[config.mk]
export PLATFORM = sky130hd
export DESIGN_NAME = rv32_subset_instruction_decoder_core
export DESIGN_NICKNAME = d
export VERILOG_FILES = /design/src/sv/rv32dec_pkg.sv /design/src/sv/rv32dec_decode.sv /design/src/sv/rv32_subset_instruction_decoder_core.sv
export SDC_FILE = /design/constraint.sdc
export NUM_CORES = 1
export LEC_CHECK = 0
export BUFFER_PORTS_ARGS = -buffer_cell sky130_fd_sc_hd__buf_4
export CELL_PAD_IN_SITES_DETAIL_PLACEMENT = 0
export CELL_PAD_IN_SITES_GLOBAL_PLACEMENT = 1
export CORE_UTILIZATION = 35
export CTS_BUF_LIST = sky130_fd_sc_hd__clkbuf_2
export DETAILED_ROUTE_END_ITERATION = 12
export PLACE_DENSITY = 0.72
export SLEW_MARGIN = 20
export SYNTH_ARGS = -nofsm -noshare
export SYNTH_HDL_FRONTEND = slang
export SYNTH_SLANG_ARGS = --single-unit
[constraint.sdc]
create_clock -name clk -period 5.9 [get_ports clk]
set_clock_uncertainty 0.15 [all_clocks]
set_input_delay 0 -clock clk [delete_from_list [all_inputs] [get_ports clk]]
set_output_delay 0 -clock clk [all_outputs]
set_load 0.1 [all_outputs]
[src/sv/rv32dec_pkg.sv]
// Shared types and encodings for the RV32 subset instruction decoder.
`default_nettype none
package rv32dec_pkg;

	localparam int unsigned WordWidth = 32;

	typedef logic [WordWidth-1:0] word_t;
	typedef logic [2:0]           op_class_t;
	typedef logic [3:0]           operation_t;
	typedef logic [4:0]           reg_idx_t;
	typedef logic [6:0]           opcode_t;
	typedef logic [2:0]           funct3_t;
	typedef logic [6:0]           funct7_t;

	// major opcodes
	localparam opcode_t OPC_R      = 7'b0110011;
	localparam opcode_t OPC_I      = 7'b0010011;
	localparam opcode_t OPC_JALR   = 7'b1100111;
	localparam opcode_t OPC_BRANCH = 7'b1100011;
	localparam opcode_t OPC_LOAD   = 7'b0000011;
	localparam opcode_t OPC_STORE  = 7'b0100011;

	// instruction classes
	localparam op_class_t CLS_R      = 3'd0;
	localparam op_class_t CLS_I      = 3'd1;
	localparam op_class_t CLS_JALR   = 3'd2;
	localparam op_class_t CLS_BRANCH = 3'd3;
	localparam op_class_t CLS_LOAD   = 3'd4;
	localparam op_class_t CLS_STORE  = 3'd5;
	localparam op_class_t CLS_NONE   = 3'd6;

	// operations
	localparam operation_t OP_ADD  = 4'd0;
	localparam operation_t OP_SUB  = 4'd1;
	localparam operation_t OP_XOR  = 4'd2;
	localparam operation_t OP_SRA  = 4'd3;
	localparam operation_t OP_ADDI = 4'd4;
	localparam operation_t OP_ANDI = 4'd5;
	localparam operation_t OP_BLT  = 4'd6;
	localparam operation_t OP_JALR = 4'd7;
	localparam operation_t OP_LW   = 4'd8;
	localparam operation_t OP_SW   = 4'd9;
	localparam operation_t OP_UNK  = 4'd10;

	// funct codes
	localparam funct3_t F3_ADD  = 3'd0;
	localparam funct3_t F3_XOR  = 3'd4;
	localparam funct3_t F3_SRA  = 3'd5;
	localparam funct3_t F3_ANDI = 3'd7;
	localparam funct3_t F3_BLT  = 3'd4;
	localparam funct3_t F3_WORD = 3'd2;
	localparam funct7_t F7_BASE = 7'h00;
	localparam funct7_t F7_ALT  = 7'h20;

	typedef struct packed {
		op_class_t         op_class;
		operation_t        operation;
		reg_idx_t          dest_reg;
		reg_idx_t          src_reg_one;
		reg_idx_t          src_reg_two;
		logic signed [WordWidth-1:0] immediate;
	} decode_t;

endpackage
`default_nettype wire

[src/sv/rv32dec_decode.sv]
// Combinational field split, class and operation naming, immediate build.
`default_nettype none
module rv32dec_decode
	import rv32dec_pkg::*;
(
	input  word_t   word,
	output decode_t result
);

	opcode_t    opcode;
	funct3_t    f3;
	funct7_t    f7;
	op_class_t  cls;
	operation_t op;
	logic signed [WordWidth-1:0] imm;

	assign opcode = word[6:0];
	assign f3     = word[14:12];
	assign f7     = word[31:25];

	always_comb begin
		unique case (opcode)
			OPC_R:      cls = CLS_R;
			OPC_I:      cls = CLS_I;
			OPC_JALR:   cls = CLS_JALR;
			OPC_BRANCH: cls = CLS_BRANCH;
			OPC_LOAD:   cls = CLS_LOAD;
			OPC_STORE:  cls = CLS_STORE;
			default:    cls = CLS_NONE;
		endcase
	end

	// unmatched funct codes stay within their class and name nothing
	always_comb begin
		op = OP_UNK;
		unique case (cls)
			CLS_R: begin
				priority if (f3 == F3_ADD && f7 == F7_BASE) op = OP_ADD;
				else if (f3 == F3_ADD && f7 == F7_ALT)      op = OP_SUB;
				else if (f3 == F3_XOR && f7 == F7_BASE)     op = OP_XOR;
				else if (f3 == F3_SRA && f7 == F7_ALT)      op = OP_SRA;
				else                                        op = OP_UNK;
			end
			CLS_I: begin
				priority if (f3 == F3_ADD) op = OP_ADDI;
				else if (f3 == F3_ANDI)    op = OP_ANDI;
				else                       op = OP_UNK;
			end
			CLS_BRANCH: op = (f3 == F3_BLT) ? OP_BLT : OP_UNK;
			CLS_JALR:   op = OP_JALR;
			CLS_LOAD:   op = (f3 == F3_WORD) ? OP_LW : OP_UNK;
			CLS_STORE:  op = (f3 == F3_WORD) ? OP_SW : OP_UNK;
			default:    op = OP_UNK;
		endcase
	end

	always_comb begin
		unique case (cls)
			CLS_I, CLS_JALR, CLS_LOAD:
				imm = {{20{word[31]}}, word[31:20]};
			CLS_STORE:
				imm = {{20{word[31]}}, word[31:25], word[11:7]};
			CLS_BRANCH:
				imm = {{19{word[31]}}, word[31], word[7], word[30:25], word[11:8], 1'b0};
			default:
				imm = '0;
		endcase
	end

	assign result.op_class    = cls;
	assign result.operation   = op;
	assign result.dest_reg    = word[11:7];
	assign result.src_reg_one = word[19:15];
	assign result.src_reg_two = word[24:20];
	assign result.immediate   = imm;

endmodule
`default_nettype wire

[src/sv/rv32_subset_instruction_decoder_core.sv]
// RV32 subset instruction decoder: input register, decode logic, result register.
// Takes one instruction word per cycle while the output is not stalled and returns
// one decoded result per word. A word enters the input register when accepted,
// is decoded, and lands in the result register when that register advances; its
// result is then offered there until taken. Each register loads whenever it is
// empty or its contents are being drained, so in_ready follows out_ready
// combinationally and the block sustains one request per cycle under continuous
// downstream ready. Results come out in request order; nothing is dropped or
// repeated under stalls on either side.
`default_nettype none
module rv32_subset_instruction_decoder_core
	import rv32dec_pkg::*;
(
	input  wire logic        clk,
	input  wire logic        arst_n,
	input  wire logic        in_valid,
	output logic             in_ready,
	input  wire logic [31:0] instruction_word,
	output logic             out_valid,
	input  wire logic        out_ready,
	output logic [2:0]       op_class,
	output logic [3:0]       operation,
	output logic [4:0]       dest_reg,
	output logic [4:0]       src_reg_one,
	output logic [4:0]       src_reg_two,
	output logic signed [31:0] immediate
);

	logic    valid_s1;
	word_t   word_s1;
	logic    valid_s2;
	decode_t result_s2;
	decode_t decoded;
	logic    adv_s2;
	logic    adv_s1;

	// a stage may load when it is empty or its contents leave this cycle
	assign adv_s2   = !valid_s2 || out_ready;
	assign adv_s1   = !valid_s1 || adv_s2;
	assign in_ready = adv_s1;

	rv32dec_decode u_decode (
		.word   (word_s1),
		.result (decoded)
	);

	always_ff @(posedge clk or negedge arst_n) begin
		if (!arst_n) begin
			valid_s1 <= 1'b0;
			valid_s2 <= 1'b0;
		end else begin
			if (adv_s1) valid_s1 <= in_valid;
			if (adv_s2) valid_s2 <= valid_s1;
		end
	end

	always_ff @(posedge clk) begin
		if (adv_s1 && in_valid) word_s1 <= instruction_word;
		if (adv_s2 && valid_s1) result_s2 <= decoded;
	end

	assign out_valid   = valid_s2;
	assign op_class    = result_s2.op_class;
	assign operation   = result_s2.operation;
	assign dest_reg    = result_s2.dest_reg;
	assign src_reg_one = result_s2.src_reg_one;
	assign src_reg_two = result_s2.src_reg_two;
	assign immediate   = result_s2.immediate;

endmodule
`default_nettype wire

* Word-level counts from Yosys, hierarchy flattened *
Cells that the tools add are included.

storage, ports and cells
  input port bits = 36
  output and inout bits = 56
  flip-flop bits (word level) = 88

cells by class
  eq/ne operators = 16
  multiplexer cells = 12
  reduce and logical (&&, ||, !) cells = 14

operator list
  cell                                                              count
  32-bit case mux with 3 select lines                               1
  4-bit 2-to-1 mux                                                  7
  4-bit case mux with 6 select lines                                1
  7-bit by 6-bit == test with 1-bit output (second input constant)  3
  3-bit case mux with 6 select lines                                1
  3-bit == test (second input constant)                             5
  7-bit == test (second input constant)                             2
  3-bit by 2-bit == test with 1-bit output (second input constant)  3
  7-bit by 2-bit == test with 1-bit output (second input constant)  1
  7-bit by 5-bit == test with 1-bit output (second input constant)  1
  7-bit zero test                                                   1
  1-bit logical AND                                                 6
  3-bit zero test                                                   2
  2-bit 2-to-1 mux                                                  2
  3-bit by 1-bit == test with 1-bit output (second input constant)  1
  3-bit OR reduction                                                1
  1-bit zero test                                                   2
  1-bit logical OR                                                  2

* Depth between registers and ports, before layout *
  word-level depth = 7
  gate-level depth with buffers = 5
  mapped depth without buffers = 5

* Cells and area by module *
Synthesis repeated with hierarchy kept, for this count alone.

unflattened totals
  cells, all modules = 217
  area total of the unflattened synthesis = 3529.6 sq um

modules (own cells, without submodules)
  module                                cells an instance  seq. area each (sq um)  area an instance (sq um)  instances
  rv32_subset_instruction_decoder_core  94                 2632.5                  2686.3                    1
  rv32dec_decode                        123                0.0                     843.3                     1

* Worst setup path after synthesis *
OpenSTA, ideal clock, no wires.

  path kind = register -> register
  start point = reg valid_s2, in the netlist out_valid
  end point = reg word_s1[0] (enable)
  stages on the path, launching flop included = 3
  setup time = 405 ps
  buffers on the path = 0
  arrival time = 2779 ps
  path slack = 2566 ps
  cell sequence = dfrtp_1 nand3b_1 and2_1

on the way
  word-level cells in the longest chain between the ends = 4

ends and longest elaborated chain
  element                 line                                        RTL
  from (decl)             rv32_subset_instruction_decoder_core.sv:31  logic valid_s2;
  from (signal assigned)  rv32_subset_instruction_decoder_core.sv:53  if (adv_s2) valid_s2 <= valid_s1;
  1-bit zero test         rv32_subset_instruction_decoder_core.sv:38  assign adv_s2 = !valid_s2 || out_ready;
  1-bit logical OR        rv32_subset_instruction_decoder_core.sv:38
  1-bit logical OR        rv32_subset_instruction_decoder_core.sv:39  assign adv_s1 = !valid_s1 || adv_s2;
  net in_ready            rv32_subset_instruction_decoder_core.sv:17  output logic in_ready,
  1-bit logical AND       rv32_subset_instruction_decoder_core.sv:58  if (adv_s1 && in_valid) word_s1 <= instruction_word;
  to (signal assigned)    rv32_subset_instruction_decoder_core.sv:58
  to (decl)               rv32_subset_instruction_decoder_core.sv:30  word_t word_s1;

The timed path passes the listed nets, and every way through them passes these cells.
A chain may end at the register's enable or synchronous reset.

==> summary.md <==
| Metric | Value |
|---|---|
| Fraction of layout instances using a drive strength above 1 | 0.4275 |
| Most frequent cells in the layout | 93 x sky130_fd_sc_hd__buf_4, 67 x sky130_fd_sc_hd__edfxtp_1, 37 x sky130_fd_sc_hd__dlygate4sd3_1 |
| Sequential share of the synthesized area | 0.7705 |
| Number of port buffers | 91 |
| Final setup fails | 0 |
| Syn. warnings | 0 |
| Vias per cell | 4.283 |
| Setup repair after global routing missed its margin | false |
| Pin count of the biggest net entering global routing | 36 |
| Synthesized flop and latch total | 69 |
| Router iterations before antenna repair | 4 |
| Status | finished, final reports clean |
| Fraction of synthesized cell area taken by the top area cell type | 0.7518 |
| Switching share of total power | 0.3500 |
| Arrival time of data at the critical path endpoint | 1960 ps |
| Cts hold-fix bufs | 37 |
| Detailed-route via count | 1606 |
| H-tree depth reported by CTS | 3 |
| Post-layout nets | 307 |
| Ys flop type | sky130_fd_sc_hd__edfxtp_1 |
| Setup slack of the worst register-to-register path | 4140 ps |
| Top area cells in the synthesized netlist | sky130_fd_sc_hd__edfxtp_1 75%, sky130_fd_sc_hd__buf_4 5.6%, sky130_fd_sc_hd__and2_1 2.1% |
| Launching element type of the critical path | flop |
| P per Cell Area | 299.2 nW/um^2 |
| Startpoint of the worst register-to-register path | word_s1[4] |
| Wire length per cell | 12.15 microns |
| Number of antenna violations at the first check in global routing | 0 |
| Signed area change from the synthesized netlist to the final layout | 42.82% |
| Hold Fails Final Rpt | 0 |
| Setup TNS | 0 ps |
| Via count of the first global-routing pass | 1466 |
| Number of distinct library cells after synthesis | 40 |
| Part of the power in registers | 0.518 |
| Type of the tightest min-delay check | input pin to flop |
| Placer congestion estimate | 0.8269 |
| Measured slew at the worst slew-check pin | 524.8 ps |
| Starting density of the core | 0.3651 |
| Floorplan core area | 7331 sq um |
| Insertion delay to the later sink of the worst-skew pair | 470 ps |
| Sum of routed wire length over all layers | 4.558 mm |
| Cell at the root of the clock tree | sky130_fd_sc_hd__clkbuf_2 |
| Switch Pwr | 0.0004002 W |
| Required time of the critical path | 6100 ps |
| Number of slew-limit violations in the final report | 0 |
| Final HPWL from detailed placement | 2.908 mm |
| Most frequent standard cell in the layout excluding fill and tap cells | sky130_fd_sc_hd__buf_4 |
| Count of nets left with antenna violations after detail routing | 0 |
| Residual DRC count | 0 |
| Number of antenna diodes | 0 |
| Asr flop ratio synth | 0.02899 |
| Synthesized area divided by synthesized cell count | 17.61 sq um |
| Achievable clock frequency | 567.4 MHz |
| Mapped Area | 2676 sq um |
| Launch instance of the worst min-delay path | instruction_word[19] |
| Register clock-pin slew on the reported worst setup and hold paths | 190 ps |
| CP Class | flop to flop |
| Floorplan die width | 89.45 microns |
| Capture endpoint of the worst hold path | word_s1[19] |
| Register with the most flip-flops | word_s1 |
| Post-route fraction of the period consumed by the critical path | 0.2987 |
| Initial detailed-routing violation count | 73 |
| Post-synthesis net count | 188 |
| Number of standard cells after synthesis | 152 |
| Number of resized instances in the post-cts repair step | 0 |
| Global router's overall resource usage | 0.1236 |
| Max-capacitance violation count | 0 |
| Largest voltage drop on the vdd net | 0.0001453 V |
| Setup crit end kind | flop |
| Hold path cells | 2 |
| Cell-internal power | 0.0007434 W |
| Max reg flops | 32 |
| Total I/O pin count | 92 |
| Inserted Clock Buffers | 9 |
| Cell taking the most area after synthesis | sky130_fd_sc_hd__edfxtp_1 |
| Die height | 89.45 microns |
| Final min period | 1762 ps |
| EDFF count, synth | 67 |
| CTS max path bufs | 2 |
| Part of the total power dissipated in combinational logic | 0.249 |
| Count of clock tree sinks | 69 |
| Cell Rows | 31 |
| Total chip power | 0.001144 W |
| Part of the total power dissipated in the clock network | 0.233 |
| # Post-CTS Setup Buffers | 0 |
| Tightest slew margin relative to the limit | 0.6482 |
| Remaining global-route overflow | 0 |
| Register-to-Register Path Depth | 4 |
| CTS tree | done |
| Leakage dissipation | 1.480 nW |
| Filler instances | 600 |
| Global-route wire length before repair | 6.886 mm |
| Largest fanout of any net on the critical path | 9 |
| Worst flop-to-flop path endpoint | immediate[11] |
| Area of the die | 8000 sq um |
[metal layers]
layer | part of all wire | routed length (microns) | track usage | up-vias
met5 | 0 | 0 | 0 | -
met4 | 0.015 | 70 | 0.07359 | 0
met3 | 0.067 | 306 | 0.03786 | 8
met2 | 0.50 | 2265 | 0.2103 | 75
met1 | 0.42 | 1917 | 0.1367 | 725
li1 | - | - | - | 798
[logic make-up after synthesis]
logic type	Yosys count	synth area share
buffers and inverters	24	0.06451
AO/OA/AOI/OAI	21	0.06311
AND/OR/NAND/NOR	36	0.09538
XOR/XNOR	2	0.006546
flip-flops	69	0.7705
[how the worst max path moves through the flow]
stage                   from             to  cells after the start
2_1_floorplan      out_valid     word_s1[0]                      2
3_3_place_gp      word_s1[4]  immediate[11]                      4
3_5_place_dp      word_s1[4]  immediate[11]                      4
4_1_cts        immediate[30]  immediate[23]                      1
5_1_grt        immediate[30]  immediate[29]                      1
6_report          word_s1[4]  immediate[11]                      4
[area by class of cell]
class	count	area (sq um)	share of cell area
sequential	69	2062	0.5394
timing repair buffer	130	1069	0.2795
multi-input combinational	59	441.7	0.1155
tap	99	123.9	0.03241
clock inverter	7	73.82	0.01931
clock buffer	9	45.04	0.01178
inverter	2	7.507	0.001964
[cell usage after synthesis (2+ instances only)]
cell type                  number
sky130_fd_sc_hd__a22o_1         4
sky130_fd_sc_hd__and2_1         9
sky130_fd_sc_hd__buf_4         20
sky130_fd_sc_hd__dfrtp_1        2
sky130_fd_sc_hd__edfxtp_1      67
sky130_fd_sc_hd__nand2_1        6
sky130_fd_sc_hd__nand2b_1       3
sky130_fd_sc_hd__nand3_1        3
sky130_fd_sc_hd__nor2_1         2
sky130_fd_sc_hd__nor3_2         2
sky130_fd_sc_hd__o21ai_1        3
sky130_fd_sc_hd__o21bai_1       2
sky130_fd_sc_hd__xnor2_1        2
[worst max-delay path: stages, from the launching register on]
cell and delay, ps:
sky130_fd_sc_hd__edfxtp_1 540, sky130_fd_sc_hd__nand2b_4 210, sky130_fd_sc_hd__nor3_2 410, sky130_fd_sc_hd__and3_1 230, sky130_fd_sc_hd__a221o_1 110
[power groups by stage]
stage               sequential (W)  combinational, W  clock [W]
detailed placement        0.000604          0.000266          0
CTS                       0.000593          0.000286   0.000278
floorplan                 0.000712          0.000106          0
finish                    0.000593          0.000285   0.000267
global route              0.000598          0.000295   0.000301
global placement          0.000604          0.000266          0
[per-stage QoR]
stage / cells / instance area, sq um / hold WS (ps) / worst slack, ps / utilization
floorplan: 152 / 2676 / -445.6 / 2566 / -
global placement: 322 / 3333 / -366.6 / 4174 / 0.4547
detailed placement: 322 / 3333 / -364.5 / 4145 / 0.4547
CTS: 375 / 3822 / 19.66 / 4111 / 0.5214
global route: 375 / 3822 / 7.961 / 3914 / 0.5214
finish: 375 / 3822 / 74.52 / 4138 / 0.5214
Note: power is estimated with default switching activity, not from simulation.
